[src/design/csa_pkg.sv]
// Shared types and constants of the contiguous slot allocator.
// No dependencies; all other design files except csa_ram refer to it by scoped names.
package csa_pkg;

  localparam int SLOTS_DEF       = 256;
  localparam int QUEUE_DEPTH_DEF = 16;
  localparam int SIZE_W          = 9;
  localparam int LIFE_W          = 16;
  localparam int ID_W            = 16;
  localparam int CFG_IDX_W       = 4;
  localparam int CFG_DATA_W      = 9;

  localparam logic [1:0] POL_FIRST = 2'd0;
  localparam logic [1:0] POL_BEST  = 2'd1;
  localparam logic [1:0] POL_NEXT  = 2'd2;
  localparam logic [1:0] POL_HOLD  = 2'd3;

  localparam logic [CFG_IDX_W-1:0] CFG_POLICY = 4'd0;
  localparam logic [CFG_IDX_W-1:0] CFG_SLOTS  = 4'd1;

  localparam logic [1:0]        POLICY_RST = POL_FIRST;
  localparam logic [SIZE_W-1:0] SLOTS_RST  = 9'd256;

  typedef struct packed {
    logic [SIZE_W-1:0] req_size;
    logic [LIFE_W-1:0] req_life;
    logic [LIFE_W-1:0] elapsed;
  } in_item_t;

  typedef struct packed {
    logic              granted;
    logic [ID_W-1:0]   granted_id;
    logic [7:0]        start_slot;
    logic [8:0]        busy_slots;
    logic              dropped;
  } out_item_t;

  typedef struct packed {
    logic [1:0]        policy;
    logic [SIZE_W-1:0] slots_in_use;
  } cfg_t;

endpackage

[src/design/csa_cmd_fifo.sv]
// Two-entry command queue between the input port and the allocation engine.
// Depends on csa_pkg for the input item type.
module csa_cmd_fifo (
  input  logic              clk_i,
  input  logic              rst_ni,
  input  logic              in_valid_i,
  output logic              in_stall_o,
  input  csa_pkg::in_item_t in_item_i,
  output logic              cmd_valid_o,
  input  logic              cmd_pop_i,
  output csa_pkg::in_item_t cmd_o
);

  csa_pkg::in_item_t mem_q [2];
  logic       wp_q, wp_d, rp_q, rp_d;
  logic [1:0] cnt_q, cnt_d;
  logic       push, pop;

  assign in_stall_o  = (cnt_q == 2'd2);
  assign push        = in_valid_i && !in_stall_o;
  assign cmd_valid_o = (cnt_q != 2'd0);
  assign pop         = cmd_pop_i && cmd_valid_o;
  assign cmd_o       = mem_q[rp_q];

  always_comb begin
    wp_d  = push ? !wp_q : wp_q;
    rp_d  = pop ? !rp_q : rp_q;
    cnt_d = cnt_q + {1'b0, push} - {1'b0, pop};
  end

  always_ff @(posedge clk_i or negedge rst_ni) begin
    if (!rst_ni) begin
      wp_q  <= 1'b0;
      rp_q  <= 1'b0;
      cnt_q <= 2'd0;
    end else begin
      wp_q  <= wp_d;
      rp_q  <= rp_d;
      cnt_q <= cnt_d;
    end
  end

  always_ff @(posedge clk_i) begin
    if (push) begin
      mem_q[wp_q] <= in_item_i;
    end
  end

endmodule

[config.mk]
export PLATFORM = sky130hd
export DESIGN_NAME = csa_cmd_fifo
export DESIGN_NICKNAME = d
export VERILOG_FILES = /design/src/design/csa_pkg.sv /design/src/design/csa_cmd_fifo.sv
export SDC_FILE = /design/constraint.sdc
export NUM_CORES = 1
export LEC_CHECK = 0
export BUFFER_PORTS_ARGS = -buffer_cell sky130_fd_sc_hd__buf_2
export CORE_AREA = 5 5 87 89
export CTS_CLUSTER_DIAMETER = 120
export CTS_CLUSTER_SIZE = 25
export DETAILED_ROUTE_END_ITERATION = 7
export DIE_AREA = 0 0 92 94
export HOLD_SLACK_MARGIN = 0.02
export MAX_ROUTING_LAYER = met4
export PLACE_DENSITY = 0.77
export REMOVE_ABC_BUFFERS = 1
export SLEW_MARGIN = 25
export SYNTH_ARGS = -nofsm -noshare
export SYNTH_HDL_FRONTEND = slang
export SYNTH_SLANG_ARGS = --single-unit
[constraint.sdc]
create_clock -name clk_i -period 4 [get_ports clk_i]
set_input_delay 0.8 -clock clk_i [delete_from_list [all_inputs] [get_ports clk_i]]
set_output_delay 0.8 -clock clk_i [all_outputs]
set_load 0.005 [all_outputs]
### Yosys cells after proc, flatten, opt, wreduce, memory -nomap -nowiden

Memories as Yosys holds them, arrays and structs flattened.
Index checks and enable logic that the tools add are counted.

* add/sub/neg operators: 2
* multiply operators: 0
* divide/modulo/power cells: 0
* $lt $le $gt $ge: 0
* eq/ne operators: 1
* shift operators: 0
* mux-type cells: 2
* bitwise gates (word level): 0
* reductions and logical operators: 6

Operator list (number)
* 1-bit logical NOT: 3
* 2-bit by 1-bit adder with 2-bit output: 1
* 2-bit == test (second input constant): 1
* 1-bit logical AND: 2
* 1-bit two-way mux: 2
* 2-bit nonzero test: 1
* 2-bit by 1-bit subtractor with 2-bit output: 1

* register bits: 4
* latch bits: 0
* RAM bits: 82
* ROM bits: 0
* bits of input ports: 45
* output and inout port bits: 43
* word-level logic and storage cells: 15
* memories: 1

Memories
* mem_q: words 2, bits a word 41, rd ports 1, clocked after Yosys merged registers in 0, wr ports 1, line csa_cmd_fifo.sv:14 `csa_pkg::in_item_t mem_q [2];`

### Longest topological paths before layout

Gate-level depths: netlist of the first run.

* word-level depth: 5
* mapped depth: 7
* mapped depth without buffers: 7

### Worst setup path before layout of the first run

No wires, ideal clock.

* kind: input to register
* start: in in_valid_i
* end: mem mem_q[0][0] in the netlist's numbering, enable pin
* library setup time: 439 ps
* arrival: 2620 ps
* data required time: 3561 ps
* slack: 941 ps
* stages: 2
* path buffers: 0
* path through: nand2_1 -> nor2_1

* word-level cells in the longest chain between the ends: 3

Ends and longest elaborated chain
* start: declaration: line csa_cmd_fifo.sv:6 `input logic in_valid_i,`
* 1-bit logical AND: line csa_cmd_fifo.sv:20 `assign push = in_valid_i && !in_stall_o;`
* 1-bit two-way mux: line csa_cmd_fifo.sv:44 `if (push) begin`
* 1-bit two-way mux (implied by the code): line csa_cmd_fifo.sv:45 `mem_q[wp_q] <= in_item_i;`
* end: declaration: line csa_cmd_fifo.sv:14

No other way between the ends.

==> reports/results.txt, run 1 <==
Reg-to-reg critical path endpoint: mem_q[0][29]
Fill cell count: 502
Area Growth Syn to Fin: 22.8%
Static Leak: 1.66 nW
Required time reported for the critical path endpoint: 3.20 ns
Fmax achieved: 371 MHz
Worst Path Buf+Inv: 2
Max_slew headroom: 0.342
Outcome: finished, final reports clean
Num rows: 30
Total CTS buffers: 9
Family with the most delay on the worst path: flip-flops
Maximum fanout along the worst path: 22
Max-slew violations: 0
Number of nets still failing antenna checks after routing: 0
Synth warn: 0
Final worst path period share: 0.675
Min-delay worst type: in2async
Mean cell area of the mapped netlist: 22.8 um2
NetSw: 0.000771 W
Detailed-route wire length: 5.21 mm
TritonRoute pass-1 iters: 4
Number of vias in the routed layout: 1,563
Initial cell density of the core: 0.499
Startpoint of the worst register-to-register path: cnt_q[1]
Number of maximum-capacitance constraint violations: 0
First-pass GRT wire length: 8.09 mm
Clock tree from TritonCTS: done
DR vias/cell: 4.79
Final global-route overflow total: 0
Critical Path Source Type: register
IO Pins: 88
Clk pin slew, worst setup/hold paths: 0.08 ns
Die ar.: 8650 um2
R2r worst-path depth: 4
Cell-internal power: 0.00212 W
Quantity of hold-fixing buffers added after cts: 0
Worst-Margin Slew: 0.987 ns
Die extent in y: 94 um
Peak VDD IR: 0.553 mV
Core outline area: 6680 um2
Worst setup path class: reg2out
Post-layout minimum cycle time: 2.70 ns
Resize count post-CTS: 0
Post-CTS Setup Inserts: 0
Maximum number of pins on one net before global-route repair: 42
Worst hold slack across all endpoints: 0.247 ns
FF+latch count, synth: 86
Worst path arrival time: 1.90 ns
Nets@finish: 288
Total Negative Setup Slacks: 0 ns
Proportion of layout cells with a drive suffix above 1: 0.614
Number of antenna violations at the first check in global routing: 0
Buffers on Ports: 87
Clk Tree Root Cell: sky130_fd_sc_hd__clkbuf_8
Drt wl/cell: 16.0 um
Max Buffers Root-to-Sink: 2
RSZ-0062 raised after global routing: false
Clock sinks: 86
Category of the worst setup path capture point: output pin
Insertion delay to the later sink of the worst-skew pair: 0.34 ns
Die width: 92 um
Critical path depth in cells: 3
Slowest stage cell, crit path: sky130_fd_sc_hd__dfrtp_2
Part of the total power dissipated in the clock network: 0.226
Net switching fraction of the power: 0.267
Number of distinct standard cells referenced by the synthesized netlist: 15
DR iter-0 viols: 84
Via count of the first global-routing pass: 1,642
Combinational group share of total power: 0.305
# diodes: 0
Sequential fraction of the synthesis area: 0.769
Final setup violation count: 0
Number of hold-slack violations in the final timing report: 0
Setup clock skew after layout: 0.00700 ns
Post-route DRC violation count: 0
Fraction of power consumed by sequential logic: 0.469
List of cells traversed by the critical path: buf_12 -> mux2_4 -> buf_2
Level count of the clock H-tree: 3
Pwr Density: 706 nW/um2
Final weighted congestion in routability-driven placement: 0.687
Worst path max stage delay: 0.82 ns
Overall Global Routing Usage: 0.131
Mapped cell area: 3330 um2
Slack of the worst reg-to-reg path: 2.17 ns
Mapped Cells: 146
==> kinds of logic (layout without fill, tap and decap cells) <==
| family | count (synthesis) | count (layout) | synth area share |
|---|---|---|---|
| XOR/XNOR | 4 | 4 | 0.0105 |
| multiplexers | 41 | 41 | 0.182 |
| buffers and inverters | 7 | 107 | 0.0192 |
| adder cells (fa/ha/maj) | 2 | 2 | 0.00751 |
| flip-flops | 86 | 86 | 0.769 |
| AND/OR/NAND/NOR | 6 | 6 | 0.0113 |
==> flip-flops by register name (all words and copies together), names as in the netlist <==
register  cells
rp_q          1
wp_q          1
cnt_q         2
mem_q        82
==> cell type report <==
type / instances / area, um2 / area share
clock buffer: 9 / 124 / 0.0303
clock inverter: 7 / 97.6 / 0.0239
inverter: 2 / 7.51 / 0.00184
multi-input combinational: 53 / 714 / 0.175
sequential: 86 / 2560 / 0.627
tap: 80 / 100 / 0.0245
timing repair buffer: 89 / 483 / 0.118
==> synth_stat cells <==
cell type | number | area share
sky130_fd_sc_hd__edfxtp_1 | 82 | 0.74
sky130_fd_sc_hd__mux2_4 | 39 | 0.18
sky130_fd_sc_hd__buf_6 | 5 | 0.017
sky130_fd_sc_hd__dfrtp_1 | 4 | 0.030
sky130_fd_sc_hd__xnor2_1 | 3 | 0.0079
sky130_fd_sc_hd__ha_1 | 2 | 0.0075
sky130_fd_sc_hd__inv_1 | 2 | 0.0023
sky130_fd_sc_hd__mux2_2 | 2 | 0.0068
sky130_fd_sc_hd__and2_4 | 1 | 0.0026
sky130_fd_sc_hd__and3_1 | 1 | 0.0019
sky130_fd_sc_hd__nand2_1 | 1 | 0.0011
sky130_fd_sc_hd__nand2b_1 | 1 | 0.0019
sky130_fd_sc_hd__nor2_1 | 1 | 0.0011
sky130_fd_sc_hd__or2_4 | 1 | 0.0026
sky130_fd_sc_hd__xor2_1 | 1 | 0.0026
==> worst max-delay path by stage <==
stage | from | slack [ns] | end
after floorplan | in_valid_i | 0.94 | mem_q[0][0]
final | rp_q | 1.30 | cmd_o[37]
after detailed placement | rp_q | 1.63 | cmd_o[37]
after CTS | rp_q | 1.24 | cmd_o[37]
after global placement | in_valid_i | 1.63 | mem_q[0][18]
after global routing | rp_q | 1.18 | cmd_o[37]
==> routing by layer <==
layer,routed length (um),part of all wire,track usage
met2,2520,0.48,0.199
met5,0,0,-
met1,2240,0.43,0.156
met3,399,0.077,0.0489
met4,40,0.0077,0.0631
==> cell usage in the layout, fill, tap and decap left out, types with 2 or more instances in the layout <==
master,netlist,layout
sky130_fd_sc_hd__edfxtp_1,82,82
sky130_fd_sc_hd__clkbuf_8,0,9
sky130_fd_sc_hd__bufinv_16,0,2
sky130_fd_sc_hd__buf_2,0,87
sky130_fd_sc_hd__clkinvlp_4,0,2
sky130_fd_sc_hd__xnor2_1,3,3
sky130_fd_sc_hd__ha_1,2,2
sky130_fd_sc_hd__dfrtp_1,4,3
sky130_fd_sc_hd__inv_1,2,2
sky130_fd_sc_hd__mux2_4,39,39
sky130_fd_sc_hd__mux2_2,2,2
==> stage by stage <==
stage | total power [W] | worst slack, ns | utilization | cell area [um2] | std cells
after detailed placement | 0.00228 | 1.63 | 0.579 | 3870 | 310
after floorplan | 0.00195 | 0.941 | - | 3280 | 141
final | 0.00289 | 1.30 | 0.612 | 4090 | 326
after CTS | 0.00294 | 1.24 | 0.612 | 4090 | 326
after global routing | 0.00305 | 1.18 | 0.612 | 4090 | 326
after global placement | 0.00224 | 1.63 | 0.575 | 3840 | 309
==> power by group through the flow <==
stage               registers (W)  logic (W)  clock network [W]
floorplan                 0.00139   0.000557                  0
global placement          0.00137   0.000874                  0
detailed placement        0.00138   0.000903                  0
CTS                       0.00136   0.000905           0.000671
global route              0.00138   0.000953           0.000717
finish                    0.00135   0.000881           0.000653
No activity file was read; power rests on OpenSTA's default activity.
==> run 2: changes to the inputs <==
clock period = 2.6 ns   (was 4 ns; I/O delays follow)
==> reports/results.txt, run 2 (same netlist as run 1, synthesis figures left out) <==
TritonRoute pass-1 iters: 4 (unchanged)
Worst path max stage delay: 0.63 ns (-0.19 ns)
Number of vias in the routed layout: 1,578 (+0.96%)
Buffers on Ports: 87 (unchanged)
Clock sinks: 86 (unchanged)
Slowest stage cell, crit path: sky130_fd_sc_hd__dfrtp_2
DR vias/cell: 4.78 (-0.26%)
Startpoint of the worst register-to-register path: cnt_q[1]
Level count of the clock H-tree: 3 (unchanged)
Static Leak: 1.67 nW (+0.17%)
Clock tree from TritonCTS: done
Max_slew headroom: 0.660 (+0.318)
Outcome: finished, final reports clean
Final core utilization: 0.612 (about the same)
Min-delay worst type: in2reg
Clk Tree Root Cell: sky130_fd_sc_hd__clkbuf_8
Largest registers: mem_q: 82 flops, cnt_q: 2 flops
DR iter-0 viols: 62 (-26%)
Worst path arrival time: 1.74 ns (-0.16 ns)
Most common cell after layout, fill and taps aside: sky130_fd_sc_hd__buf_2
Insertion delay to the later sink of the worst-skew pair: 0.35 ns (about the same)
Die width: 92 um (unchanged)
Number of maximum-capacitance constraint violations: 0 (unchanged)
Total CTS buffers: 9 (unchanged)
Critical Path Source Type: register
Launch point of the worst path: rp_q
Number of nets still failing antenna checks after routing: 0 (unchanged)
Via count of the first global-routing pass: 1,664 (+1.3%)
Worst-Margin Slew: 0.510 ns (-0.477 ns)
Number of hold-slack violations in the final timing report: 0 (unchanged)
Die ar.: 8650 um2 (unchanged)
IO Pins: 88 (unchanged)
Maximum number of pins on one net before global-route repair: 23 (-45%)
Number of antenna violations at the first check in global routing: 0 (unchanged)
Overall Global Routing Usage: 0.135 (+0.00377)
Nets@finish: 292 (+1.4%)
Total Negative Setup Slacks: 0 ns (unchanged)
Post-layout minimum cycle time: 2.26 ns
Area Growth Syn to Fin: 22.8% (about the same)
Pwr Density: 1060 nW/um2 (+50%)
Commonest cells after routing, fill and taps aside: sky130_fd_sc_hd__buf_2, sky130_fd_sc_hd__edfxtp_1, sky130_fd_sc_hd__mux2_4, sky130_fd_sc_hd__clkbuf_8, sky130_fd_sc_hd__inv_6
Flip-flop count of the largest register after layout: 82 (unchanged)
Num rows: 30 (unchanged)
Worst hold slack across all endpoints: 0.348 ns (+0.101 ns)
Resize count post-CTS: 0 (unchanged)
Proportion of layout cells with a drive suffix above 1: 0.616 (+0.00218)
Drt wl/cell: 15.8 um (-0.97%)
Final global-route overflow total: 0 (unchanged)
Max-slew violations: 0 (unchanged)
Final worst path period share: 0.869
# diodes: 0 (unchanged)
Die extent in y: 94 um (unchanged)
Final weighted congestion in routability-driven placement: 0.700 (+1.9%)
Required time reported for the critical path endpoint: 2.08 ns (-1.12 ns)
Setup clock skew after layout: 0.0152 ns (+0.00817 ns)
Origin of the worst min-delay path: in_item_i[26]
Total power: 0.00433 W (+50%)
Detail Placement HPWL: 3.65 mm
Post-route DRC violation count: 0 (unchanged)
Area taken by multi-input logic gates: 714 um2 (unchanged)
Category of the worst setup path capture point: output pin
Worst setup path class: reg2out
Area taken by flip-flops and latches: 2560 um2 (unchanged)
Fmax achieved: 443 MHz
Peak VDD IR: 0.753 mV (+36%)
Detailed-route wire length: 5.22 mm (+0.25%)
Maximum fanout along the worst path: 13 (-41%)
Fill cell count: 486 (-3.2%)
First-pass GRT wire length: 8.28 mm (+2.3%)
Initial cell density of the core: 0.499 (unchanged)
Max Buffers Root-to-Sink: 2 (unchanged)
Core outline area: 6680 um2 (unchanged)
Final setup violation count: 0 (unchanged)
RSZ-0062 raised after global routing: false
Largest register by flop count: mem_q
List of cells traversed by the critical path: buf_4 -> mux2_2 -> buf_2
Clk pin slew, worst setup/hold paths: 0.09 ns (about the same)
[run 2: metrics by stage]
step                cell area [um2]  setup slack (ns)  cells
finish                         4090             0.342    330
global route                   4090             0.247    330
CTS                            4090             0.298    330
detailed placement             3900             0.704    313
global placement               3900             0.707    313
floorplan                      3280            -0.179    141
[run 2: report_power, final]
group,switching [W],internal (W),total (W)
clock network,0.000490,0.000367,0.000856
registers,0.000137,0.00190,0.00203
logic,0.000601,0.000839,0.00144
total,0.00123,0.00310,0.00433
[run 2: per-layer routing]
metal | vias to the layer above | wire [um] | track usage
met2 | 63 | 2420 | 0.199
met4 | 0 | 88 | 0.0557
li1 | 767 | - | -
met1 | 740 | 2250 | 0.164
met3 | 8 | 462 | 0.0585
met5 | - | 0 | -
[run 2: repair_timing]
| action | CTS | global route |
|---|---|---|
| hold buffers | 1 | 0 |
| endpoints found under the hold margin | 4 | 0 |
| setup buffers | 0 | 0 |
[run 2: final cells by class]
| cell class | instances | share of cell area |
|---|---|---|
| multi-input combinational | 53 | 0.175 |
| timing repair buffer | 93 | 0.127 |
| sequential | 86 | 0.627 |
| inverter | 2 | 0.00183 |
| clock inverter | 7 | 0.0150 |
| tap | 80 | 0.0245 |
| clock buffer | 9 | 0.0303 |
[run 2: worst paths after layout]
check / cells after the start / endpoint / slack (ns)
worst max-delay path: 3 / cmd_o[0] / 0.34
min in group asynchronous: 2 / wp_q / 0.49
worst max register to register: 7 / cnt_q[1] / 0.91
max in group asynchronous: 2 / rp_q / 1.97
worst min-delay path: 1 / mem_q[1][26] / 0.35
worst min register to register: 1 / cnt_q[0] / 0.53
[run 2: critical path: cells and delay by family (launching register included)]
kind	cells	cell delay [ns]
buffers and inverters	2	0.42
flip-flops	1	0.63
multiplexers	1	0.35
